File: config.mk
export PLATFORM = sky130hd
export DESIGN_NAME = hex_record_line_parser_flat
export DESIGN_NICKNAME = d
export VERILOG_FILES = /design/src/design/hrp_pkg.sv /design/src/design/hrp_if.sv /design/src/design/hrp_parser.sv /design/src/design/hrp_out_stage.sv /design/src/design/hex_record_line_parser.sv /design/src/flat_wrapper.sv
export SDC_FILE = /design/constraint.sdc
export NUM_CORES = 1
export LEC_CHECK = 0
export BUFFER_PORTS_ARGS = -buffer_cell sky130_fd_sc_hd__buf_2
export CAP_MARGIN = 40
export CORE_MARGIN = 2
export CORE_UTILIZATION = 64
export CTS_BUF_LIST = sky130_fd_sc_hd__clkbuf_8 sky130_fd_sc_hd__clkbuf_16
export CTS_CLUSTER_DIAMETER = 80
export DETAILED_ROUTE_END_ITERATION = 8
export GPL_TIMING_DRIVEN = 0
export PLACE_DENSITY = 0.85
export REMOVE_ABC_BUFFERS = 1
export SLEW_MARGIN = 0
export SYNTH_ARGS = -nofsm -noshare
export SYNTH_HDL_FRONTEND = slang
export SYNTH_HIERARCHICAL = 1
export SYNTH_SLANG_ARGS = --single-unit
File: constraint.sdc
create_clock -name clk -period 10.2 [get_ports clk]
set_input_delay 1.53 -clock clk [delete_from_list [all_inputs] [get_ports clk]]
set_output_delay 1.53 -clock clk [all_outputs]
set_load 0.05 [all_outputs]
File: src/design/hrp_pkg.sv
// ----------------------------------------------------------------------------
// hrp_pkg: shared types and constants of the HEX record line parser
// Record phases, result codes, the result beat layout and the digit decoder.
// ----------------------------------------------------------------------------
`default_nettype none

package hrp_pkg;

    // Parser phases
    localparam logic [2:0] PH_IDLE  = 3'd0;
    localparam logic [2:0] PH_COUNT = 3'd1;
    localparam logic [2:0] PH_ADDR  = 3'd2;
    localparam logic [2:0] PH_TYPE  = 3'd3;
    localparam logic [2:0] PH_DATA  = 3'd4;
    localparam logic [2:0] PH_CHECK = 3'd5;
    localparam logic [2:0] PH_DONE  = 3'd6;

    // Result kinds
    localparam logic KIND_WORD   = 1'b0;
    localparam logic KIND_RECORD = 1'b1;

    // Record status codes
    localparam logic [1:0] ST_OK       = 2'd0;
    localparam logic [1:0] ST_LEN_ODD  = 2'd1;
    localparam logic [1:0] ST_NO_START = 2'd2;

    localparam logic [7:0] START_CHAR = 8'h3A;  // ':'

    typedef struct packed {
        logic        kind;
        logic [15:0] word_value;
        logic [6:0]  word_index;
        logic [7:0]  byte_count;
        logic [15:0] load_address;
        logic [7:0]  record_type;
        logic [7:0]  check_byte;
        logic [1:0]  status;
    } result_t;

    // Upper-case hex digit to its value; anything else reads as zero.
    function automatic logic [3:0] hex_value(input logic [7:0] c);
        logic [7:0] d;
        d = 8'd0;
        if (c inside {[8'h30:8'h39]})
        begin
            d = c - 8'h30;
        end
        else if (c inside {[8'h41:8'h46]})
        begin
            d = c - 8'h37;
        end
        return d[3:0];
    endfunction

endpackage

`default_nettype wire

File: src/design/hrp_if.sv
// ----------------------------------------------------------------------------
// hrp_if: channel interfaces of the HEX record line parser
// A character channel and a result channel, both valid/ready.
// ----------------------------------------------------------------------------
`default_nettype none

interface hrp_char_if;
    logic       valid;
    logic       ready;
    logic [7:0] text_char;
    logic       line_begin;

    modport source (output valid, output text_char, output line_begin, input ready);
    modport sink   (input valid, input text_char, input line_begin, output ready);
endinterface

interface hrp_result_if;
    logic        valid;
    logic        ready;
    logic        kind;
    logic [15:0] word_value;
    logic [6:0]  word_index;
    logic [7:0]  byte_count;
    logic [15:0] load_address;
    logic [7:0]  record_type;
    logic [7:0]  check_byte;
    logic [1:0]  status;

    modport source (output valid, output kind, output word_value, output word_index,
                    output byte_count, output load_address, output record_type,
                    output check_byte, output status, input ready);
    modport sink   (input valid, input kind, input word_value, input word_index,
                    input byte_count, input load_address, input record_type,
                    input check_byte, input status, output ready);
endinterface

`default_nettype wire

File: src/design/hrp_parser.sv
// ----------------------------------------------------------------------------
// hrp_parser: per-character record parser
// Holds the field state and decodes one character per accepted beat.
// ----------------------------------------------------------------------------
`default_nettype none

module hrp_parser
    import hrp_pkg::*;
(
    input  wire logic       clk,
    input  wire logic       rst_n,
    input  wire logic       accept,
    input  wire logic [7:0] text_char,
    input  wire logic       line_begin,
    output result_t         result,
    output logic            result_valid
);

    logic [2:0]  phase_reg, phase_next;
    logic [1:0]  digit_pos_reg, digit_pos_next;
    logic [15:0] nibble_acc_reg, nibble_acc_next;
    logic [7:0]  count_reg, count_next;
    logic [15:0] addr_reg, addr_next;
    logic [7:0]  type_reg, type_next;
    logic [6:0]  words_done_reg, words_done_next;

    logic [15:0] acc_shift;
    logic [1:0]  pos;
    logic [6:0]  words_total;
    logic [6:0]  words_inc;

    assign acc_shift   = {nibble_acc_reg[11:0], hex_value(text_char)};
    assign pos         = digit_pos_reg + 2'd1;
    assign words_total = count_reg[7:1];
    assign words_inc   = words_done_reg + 7'd1;

    always_comb
    begin
        phase_next      = phase_reg;
        digit_pos_next  = digit_pos_reg;
        nibble_acc_next = nibble_acc_reg;
        count_next      = count_reg;
        addr_next       = addr_reg;
        type_next       = type_reg;
        words_done_next = words_done_reg;
        result_valid    = 1'b0;
        result          = '0;

        if (accept)
        begin
            if (line_begin)
            begin
                // A line start always drops whatever record was in progress.
                count_next      = 8'd0;
                addr_next       = 16'd0;
                type_next       = 8'd0;
                words_done_next = 7'd0;
                digit_pos_next  = 2'd0;
                nibble_acc_next = 16'd0;
                if (text_char == START_CHAR)
                begin
                    phase_next = PH_COUNT;
                end
                else
                begin
                    phase_next    = PH_IDLE;
                    result_valid  = 1'b1;
                    result.kind   = KIND_RECORD;
                    result.status = ST_NO_START;
                end
            end
            else if (phase_reg >= PH_COUNT && phase_reg <= PH_CHECK)
            begin
                nibble_acc_next = acc_shift;
                digit_pos_next  = pos;
                case (phase_reg)
                    PH_COUNT:
                    begin
                        if (pos == 2'd2)
                        begin
                            count_next      = acc_shift[7:0];
                            phase_next      = PH_ADDR;
                            digit_pos_next  = 2'd0;
                            nibble_acc_next = 16'd0;
                        end
                    end
                    PH_ADDR:
                    begin
                        if (pos == 2'd0)
                        begin
                            addr_next       = acc_shift;
                            phase_next      = PH_TYPE;
                            digit_pos_next  = 2'd0;
                            nibble_acc_next = 16'd0;
                        end
                    end
                    PH_TYPE:
                    begin
                        if (pos == 2'd2)
                        begin
                            type_next       = acc_shift[7:0];
                            phase_next      = (words_total == 7'd0) ? PH_CHECK : PH_DATA;
                            digit_pos_next  = 2'd0;
                            nibble_acc_next = 16'd0;
                        end
                    end
                    PH_DATA:
                    begin
                        if (pos == 2'd0)
                        begin
                            result_valid        = 1'b1;
                            result.kind         = KIND_WORD;
                            result.word_value   = acc_shift;
                            result.word_index   = words_done_reg;
                            result.byte_count   = count_reg;
                            result.load_address = addr_reg;
                            result.record_type  = type_reg;
                            words_done_next     = words_inc;
                            phase_next      = (words_inc >= words_total) ? PH_CHECK : PH_DATA;
                            digit_pos_next  = 2'd0;
                            nibble_acc_next = 16'd0;
                        end
                    end
                    default:
                    begin
                        // Checksum field: report the record after its second digit.
                        if (pos == 2'd2)
                        begin
                            result_valid        = 1'b1;
                            result.kind         = KIND_RECORD;
                            result.byte_count   = count_reg;
                            result.load_address = addr_reg;
                            result.record_type  = type_reg;
                            result.check_byte   = acc_shift[7:0];
                            result.status       = count_reg[0] ? ST_LEN_ODD : ST_OK;
                            phase_next      = PH_DONE;
                            digit_pos_next  = 2'd0;
                            nibble_acc_next = 16'd0;
                        end
                    end
                endcase
            end
        end
    end

    always_ff @(posedge clk or negedge rst_n)
    begin
        if (!rst_n)
        begin
            phase_reg      <= PH_IDLE;
            digit_pos_reg  <= 2'd0;
            nibble_acc_reg <= 16'd0;
            count_reg      <= 8'd0;
            addr_reg       <= 16'd0;
            type_reg       <= 8'd0;
            words_done_reg <= 7'd0;
        end
        else
        begin
            phase_reg      <= phase_next;
            digit_pos_reg  <= digit_pos_next;
            nibble_acc_reg <= nibble_acc_next;
            count_reg      <= count_next;
            addr_reg       <= addr_next;
            type_reg       <= type_next;
            words_done_reg <= words_done_next;
        end
    end

endmodule

`default_nettype wire

File: src/design/hrp_out_stage.sv
// ----------------------------------------------------------------------------
// hrp_out_stage: result register with skid entry
// Keeps the character side moving while a result waits to be taken.
// ----------------------------------------------------------------------------
`default_nettype none

module hrp_out_stage
    import hrp_pkg::*;
(
    input  wire logic    clk,
    input  wire logic    rst_n,
    input  wire logic    push,
    input  wire result_t push_data,
    output logic         can_accept,
    output logic         out_valid,
    input  wire logic    out_ready,
    output result_t      out_data
);

    logic    out_valid_reg, out_valid_next;
    logic    skid_valid_reg, skid_valid_next;
    result_t out_data_reg, out_data_next;
    result_t skid_data_reg, skid_data_next;
    logic    pop;

    assign pop        = out_valid_reg && out_ready;
    assign can_accept = !skid_valid_reg;
    assign out_valid  = out_valid_reg;
    assign out_data   = out_data_reg;

    always_comb
    begin
        out_valid_next  = out_valid_reg;
        skid_valid_next = skid_valid_reg;
        out_data_next   = out_data_reg;
        skid_data_next  = skid_data_reg;
        if (skid_valid_reg)
        begin
            // No beat is taken while the skid entry is full.
            if (pop)
            begin
                out_data_next   = skid_data_reg;
                skid_valid_next = 1'b0;
            end
        end
        else if (push)
        begin
            if (!out_valid_reg || pop)
            begin
                out_data_next  = push_data;
                out_valid_next = 1'b1;
            end
            else
            begin
                skid_data_next  = push_data;
                skid_valid_next = 1'b1;
            end
        end
        else if (pop)
        begin
            out_valid_next = 1'b0;
        end
    end

    always_ff @(posedge clk or negedge rst_n)
    begin
        if (!rst_n)
        begin
            out_valid_reg  <= 1'b0;
            skid_valid_reg <= 1'b0;
        end
        else
        begin
            out_valid_reg  <= out_valid_next;
            skid_valid_reg <= skid_valid_next;
        end
    end

    always_ff @(posedge clk)
    begin
        out_data_reg  <= out_data_next;
        skid_data_reg <= skid_data_next;
    end

endmodule

`default_nettype wire

File: src/design/hex_record_line_parser.sv
// ----------------------------------------------------------------------------
// hex_record_line_parser: HEX record line parser, top level
// Decodes record lines one character per beat into data words and records.
// ----------------------------------------------------------------------------
// Throughput: one character per cycle while the result skid entry is empty.
// A result is registered in the result register, or in its skid entry while
// an earlier result waits, before it shows on the result channel.
// Reset: rst_n clears the parser to idle and empties the result register
// and its skid entry; no result is pending after reset.
`default_nettype none

module hex_record_line_parser
    import hrp_pkg::*;
(
    input  wire logic     clk,
    input  wire logic     rst_n,
    hrp_char_if.sink      chars,
    hrp_result_if.source  records
);

    logic    accept;
    logic    can_accept;
    logic    push;
    result_t push_data;
    result_t out_data;

    assign chars.ready = can_accept;
    assign accept      = chars.valid && can_accept;

    hrp_parser u_parser (
        .clk          (clk),
        .rst_n        (rst_n),
        .accept       (accept),
        .text_char    (chars.text_char),
        .line_begin   (chars.line_begin),
        .result       (push_data),
        .result_valid (push)
    );

    hrp_out_stage u_out (
        .clk        (clk),
        .rst_n      (rst_n),
        .push       (push),
        .push_data  (push_data),
        .can_accept (can_accept),
        .out_valid  (records.valid),
        .out_ready  (records.ready),
        .out_data   (out_data)
    );

    assign records.kind         = out_data.kind;
    assign records.word_value   = out_data.word_value;
    assign records.word_index   = out_data.word_index;
    assign records.byte_count   = out_data.byte_count;
    assign records.load_address = out_data.load_address;
    assign records.record_type  = out_data.record_type;
    assign records.check_byte   = out_data.check_byte;
    assign records.status       = out_data.status;

endmodule

`default_nettype wire

File: src/flat_wrapper.sv
// flat-port wrapper written by rule: the top's interface ports become plain ports
module hex_record_line_parser_flat import hrp_pkg::*;
  (clk, rst_n, chars_valid, chars_text_char, chars_line_begin, chars_ready, records_valid, records_kind, records_word_value, records_word_index, records_byte_count, records_load_address, records_record_type, records_check_byte, records_status, records_ready);
  hrp_char_if chars_i ();
  hrp_result_if records_i ();
  input  wire logic clk;
  input  wire logic rst_n;
  input wire logic [$bits(chars_i.valid)-1:0] chars_valid;
  input wire logic [$bits(chars_i.text_char)-1:0] chars_text_char;
  input wire logic [$bits(chars_i.line_begin)-1:0] chars_line_begin;
  output wire logic [$bits(chars_i.ready)-1:0] chars_ready;
  output wire logic [$bits(records_i.valid)-1:0] records_valid;
  output wire logic [$bits(records_i.kind)-1:0] records_kind;
  output wire logic [$bits(records_i.word_value)-1:0] records_word_value;
  output wire logic [$bits(records_i.word_index)-1:0] records_word_index;
  output wire logic [$bits(records_i.byte_count)-1:0] records_byte_count;
  output wire logic [$bits(records_i.load_address)-1:0] records_load_address;
  output wire logic [$bits(records_i.record_type)-1:0] records_record_type;
  output wire logic [$bits(records_i.check_byte)-1:0] records_check_byte;
  output wire logic [$bits(records_i.status)-1:0] records_status;
  input wire logic [$bits(records_i.ready)-1:0] records_ready;
  assign chars_i.valid = chars_valid;
  assign chars_i.text_char = chars_text_char;
  assign chars_i.line_begin = chars_line_begin;
  assign chars_ready = chars_i.ready;
  assign records_valid = records_i.valid;
  assign records_kind = records_i.kind;
  assign records_word_value = records_i.word_value;
  assign records_word_index = records_i.word_index;
  assign records_byte_count = records_i.byte_count;
  assign records_load_address = records_i.load_address;
  assign records_record_type = records_i.record_type;
  assign records_check_byte = records_i.check_byte;
  assign records_status = records_i.status;
  assign records_i.ready = records_ready;
  hex_record_line_parser u_core (.clk(clk), .rst_n(rst_n), .chars(chars_i), .records(records_i));
endmodule
# Word level (Yosys, flattened, before mapping)
# Cells that the tools add are included.
[totals]
reg_bits = 190
latchBits = 0
ramBits = 0
mem_bits_ro = 0
in_bits = 13
output_inout_bits = 68
elab_cells = 152
mem_count = 0
[op_classes]
add_sub_neg = 4
mul = 0
n_div = 0
n_lt_le_gt_ge = 7
eq_ne = 12
n_shift = 0
muxes = 69
bitwise = 2
n_reduce_logical = 33
[op_table]
columns = ["operator", "count"]
rows = [
  ["66-bit 2-to-1 mux", 6],
  ["16-bit 2-to-1 mux", 4],
  ["32-bit case mux with 2 select lines", 1],
  ["63-bit 2-to-1 mux", 1],
  ["12-bit 2-to-1 mux", 5],
  ["8-bit 2-to-1 mux", 7],
  ["55-bit 2-to-1 mux", 1],
  ["42-bit 2-to-1 mux", 1],
  ["7-bit 2-to-1 mux", 4],
  ["23-bit 2-to-1 mux", 1],
  ["3-bit 2-to-1 mux", 7],
  ["2-bit nonzero test", 10],
  ["1-bit 2-to-1 mux", 18],
  ["4-bit AND reduction", 4],
  ["2-bit 2-to-1 mux", 7],
  ["3-bit != test (second input constant)", 4],
  ["3-bit case mux with 4 select lines", 1],
  ["10-bit 2-to-1 mux", 1],
  ["3-bit AND reduction", 3],
  ["8-bit by 6-bit equality test with 1-bit output (second input constant)", 1],
  ["8-bit by 6-bit greater-or-equal comparator with 1-bit output (second input constant)", 1],
  ["8-bit by 7-bit greater-or-equal comparator with 1-bit output (second input constant)", 1],
  ["8-bit by 6-bit less-or-equal comparator with 1-bit output (second input constant)", 1],
  ["8-bit by 7-bit less-or-equal comparator with 1-bit output (second input constant)", 1],
  ["27 further kinds", 36],
]

# Logic depth before layout (Yosys ltp)
[depth]
ltp_word = 12
mapped_depth = 13
ltp_nobuf = 9

# Cells and area by module
# The synthesis kept the hierarchy.
[modules_own_cells]
columns = ["module", "instances", "cells_each", "area_per_inst_um2", "seq_area_each_um2"]
rows = [
  ["hrp_out_stage", 1, 217, 5211.2, 4013.8],
  ["hrp_parser", 1, 361, 3176.8, 1401.3],
  ["hex_record_line_parser", 1, 1, 6.3, 0.0],
]

# Worst setup path after synthesis
# No wires, ideal clock.
[synth_path]
path_type = "input to register"
from = "input chars_valid"
to = "register u_core.u_out.out_data_reg, in the netlist u_core/u_out/out_data[0], enable pin"
setup_time_ps = 429
t_arrival_ps = 4365
required_ps = 9771
slack_ps = 5406
cell_stages = 9
n_path_buf = 3
cell_sequence = "and2_1 > buf_2 > nand3b_1 > or3b_1 > clkbuf_1 > nor2_1 > buf_2 > or3_1 > o22a_1"
[synth_via]
elab_chain_cells = 4
[synth_lines]
columns = ["element", "line_no", "rtl"]
rows = [
  ["start, declared", "flat_wrapper.sv:8", "input wire logic [$bits(chars_i.valid)-1:0] chars_valid;"],
  ["1-bit logical AND", "hex_record_line_parser.sv:28", "assign accept = chars.valid && can_accept;"],
  ["1-bit 2-to-1 mux", "hrp_parser.sv:49", "if (accept)"],
  ["net u_core.push", "hex_record_line_parser.sv:23", "logic push;"],
  ["2-bit nonzero test (no source line)", "--", ""],
  ["3-bit AND reduction (no source line)", "--", ""],
  ["end signal, assigned", "hrp_out_stage.sv:81", "out_data_reg <= out_data_next;"],
  ["end, declared", "hrp_out_stage.sv:22", "result_t out_data_reg, out_data_next;"],
]
# The timed path passes the listed nets, and every way through them passes these cells.
# A chain may end at the register's enable or synchronous reset.

# Worst setup path in the final report
[layout_path]
from = "input chars_valid"
to = "register u_core.u_out.out_data_reg, in the netlist u_core/u_out/out_data[25], enable pin"
[layout_via]
elab_chain_cells = 4
[layout_lines]
columns = ["element", "line_no", "rtl"]
rows = [
  ["1-bit logical AND", "hex_record_line_parser.sv:28", ""],
  ["net u_core.accept", "hex_record_line_parser.sv:21", "logic accept;"],
  ["1-bit 2-to-1 mux", "hrp_parser.sv:49", ""],
  ["net u_core.push", "hex_record_line_parser.sv:23", ""],
  ["2-bit nonzero test (no source line)", "--", ""],
  ["3-bit AND reduction (no source line)", "--", ""],
]
# The timed path passes the listed nets, and every way through them passes these cells.

==> results.toml <==
[clock_tree]
ctsResizeCount = 0
clk_pin_slew_worst_paths_ns = 0.06
clock_path_buffers = 2
cts_hold_buffers = 0
clk_latency_ns = 0.43
post_cts_buffers = 0
cts-root-buf = "clkbuf_16"
cts_buffers = 17
cts_tree = "done"
cts.sinks = 190
htree_levels = 4

[finish]
final_layout_size_suffix_gt1_frac = 0.2923
utilization = 0.7458
ff_latch_area_mm2 = 0.005419
area_growth_pct = 13.03
final_cell_mix = "edfxtp_1, buf_2, mux2_4, dfrtp_1, nand2_1"
fill_cells = 791
layout_commonest_cell = "edfxtp_1"
insertedDiodeCount = 0
finalNetCount = 689
multi_input_area_mm2 = 0.002716

[power]
max-vdd-ir-drop_v = 0.0002192
p_leak_nw = 3.823
p_per_area_mw_per_mm2 = 262.4
swShare = 0.3602
p_int_mw = 1.593
combPwrFrac = 0.327
power_frac_seq = 0.432
power.switching_mw = 0.8966
clockPowerShare = 0.241

[routing]
wl_met3_um = 636
wl_per_cell_um = 17.57
first_pass_iters = 6
met1_length_um = 6236
wirelength_um = 14860
vias_per_cell = 5.732
top_layer = "met4"
route.detailed.drc = 0
postRouteAntennaNets = 0
dr_total_vias = 4849
drt_iter0_drc = 356
routed-wl-met2_um = 7614

[sta]
fin_tns_setup_ns = 0
period_share = 0.4079
slew_violations = 0
hold_viol = 0
fmaxAchievable_mhz = 240.3
fin_crit_ns = 4.161
skew_ns = 0.007527
setup_viol = 0
max_slew_margin = 0.4168
worst_pin_slew_ns = 0.8748
rsz0062_at_grt = "no"

[place]
dpl.hpwl_um = 9765
place.port_buffers = 80
gp_congestion = 0.8219

[synth]
synthSimpleGateAreaFrac = 0.1115
netlist_instances = 579
synth_top_family_by_area = "multiplexers"
synthArstFlopShare = 0.3053
synth.area.mux_share = 0.1227
synth_fa_ha_area_frac = 0.02236
yosysUniqueCellTypes = 51
yosys.area.top_type = "edfxtp_1"
synth_top_cell_area_share = 0.4722
synth_warnings = 6
synth_top_flop_cell = "edfxtp_1"
synth_xor_area_frac = 0.006260
synth_compound_area_frac = 0.05977
synth_edf_count = 132
ys_seq_elements = 190
avgSynthCellArea_um2 = 14.50
yosysSeqAreaShare = 0.6451
synthTopCellsByArea = "edfxtp_1, dfrtp_1, mux2_4, and2_1, o21ai_0"
syn_area_mm2 = 0.008394

[worst_setup_path]
critical_path_class = "in -> reg"
worstPathArrival_ns = 4.28
worstPathCellList = "buf_2, and2_1, nand3b_1, or3b_1, nor2_1, or3_1, o22a_2, buf_12"
rr_worst_depth = 9
cp_max_fo = 37
r2r-end = "u_core/u_out/out_data[25]$_DFFE_PP_"
reg2reg_from = "u_core/u_out/skid_valid_reg$_DFF_PN0_"
end_kind = "flip-flop"
rrSetupSlack_ns = 6.06
cp-start-kind = "input pin"
slowest_stage = "or3b_1"
cp.required_ns = 10.32
slowest_delay_ns = 0.69

[floorplanning]
pin_count = 81
die_y_um = 118.5
die_w_um = 118.5
rows = 41
fp.coreArea_mm2 = 0.01272
die-area_mm2 = 0.01405
start_util = 0.6598

[global_routing]
overflow = 0
grt_pass1_vias = 4854
grt_use_total = 0.2186
grt_pass1_wl_um = 23940
grt_max_degree = 44
antenna_found_initial = 0

[worst_hold_path]
min_path_type = "reg -> reg"
hold_path_end = "u_core/u_parser/addr_reg[9]$_DFFE_PN0P_"
min_from = "u_core/u_parser/addr_reg[9]$_DFFE_PN0P_"
hold_depth = 2

[job]
cap_violations = 0

[outcome]
status = "complete, no violations"
## synthesized netlist by cell type (2+ instances only)
cell and number:
nand2_1 52, ha_1 15, nor3_1 7, o31ai_1 4
nand3_1 5, clkbuf_1 16, and3_1 2, inv_1 11
dfrtp_1 58, nor2b_1 2, xnor2_1 5, edfxtp_1 132
a22o_1 6, o21ai_1 11, and2_1 50, nor3b_1 2
buf_2 3, mux2i_1 2, nand2b_1 20, o21ai_0 41
o41ai_1 2, mux2_4 65, or2_2 2, buf_12 7
a21oi_1 8, mux2_2 3, a31oi_1 2, nor2_1 23
## layer usage
| layer | GRT usage | vias up |
|---|---|---|
| met5 | 0 | - |
| met4 | 0.09747 | 0 |
| met3 | 0.04295 | 35 |
| met2 | 0.3685 | 153 |
| met1 | 0.2755 | 2417 |
| li1 | - | 2244 |
## cell families (layout without fill, tap and decap cells)
group | count (synthesis) | after routing
xor+xnor | 6 | 6
compound gates | 84 | 84
fa+ha+maj | 15 | 15
simple gates | 175 | 175
flops | 190 | 190
buf+inv | 39 | 134
mux | 70 | 70
## power groups by stage
stage | Clock [mW] | Combinational, mW | Sequential [mW]
after floorplan | 0 | 0.292 | 1.46
after global placement | 0 | 0.791 | 1.12
after detailed placement | 0 | 0.816 | 1.09
after CTS | 0.609 | 0.820 | 1.08
after global routing | 0.634 | 0.850 | 1.09
final | 0.600 | 0.815 | 1.08
## critical path: cells and delay by family
family                 cells  cell delay (ns)
buffers and inverters      2             0.37
AO/OA/AOI/OAI              1             0.62
AND/OR/NAND/NOR            5             1.72
## area by class of cell
class | count | share of cell area
well taps | 172 | 0.02268
repair buffers | 90 | 0.05789
flip-flops and latches | 190 | 0.5711
multi-input cells | 350 | 0.2863
clock buffers | 21 | 0.05183
clock inverters | 11 | 0.005407
inverters | 12 | 0.004747
## worst max path at each step
stage / start / end / slack (ns) / depth (start not counted)
global placement: u_core/u_out/skid_valid_reg$_DFF_PN0_ / u_core/u_out/out_data[25]$_DFFE_PP_ / 3.16 / 7
detailed placement: chars_valid / u_core/u_out/out_data[25]$_DFFE_PP_ / 5.61 / 8
finish: chars_valid / u_core/u_out/out_data[25]$_DFFE_PP_ / 6.04 / 8
floorplan: u_core/u_out/skid_valid_reg$_DFF_PN0_ / u_core/u_out/out_data[0]$_DFFE_PP_ / 4.09 / 7
global route: u_core/u_out/skid_valid_reg$_DFF_PN0_ / u_core/u_out/out_data[25]$_DFFE_PP_ / 5.81 / 9
CTS: u_core/u_out/skid_valid_reg$_DFF_PN0_ / u_core/u_out/out_data[36]$_DFFE_PP_ / 6.04 / 9
## metrics by stage
step,setup WS [ns],hold slack (ns),instance area (um2),total power [mW],instances
floorplan,4.087,0.4418,8168,1.752,552
CTS,6.037,0.4782,9488,2.504,846
global route,5.811,0.4991,9488,2.575,846
finish,6.039,0.4784,9488,2.489,846
detailed placement,5.612,0.4637,8945,1.904,814
global placement,3.161,0.4542,8783,1.908,804
(Power assumes the default switching activity.)
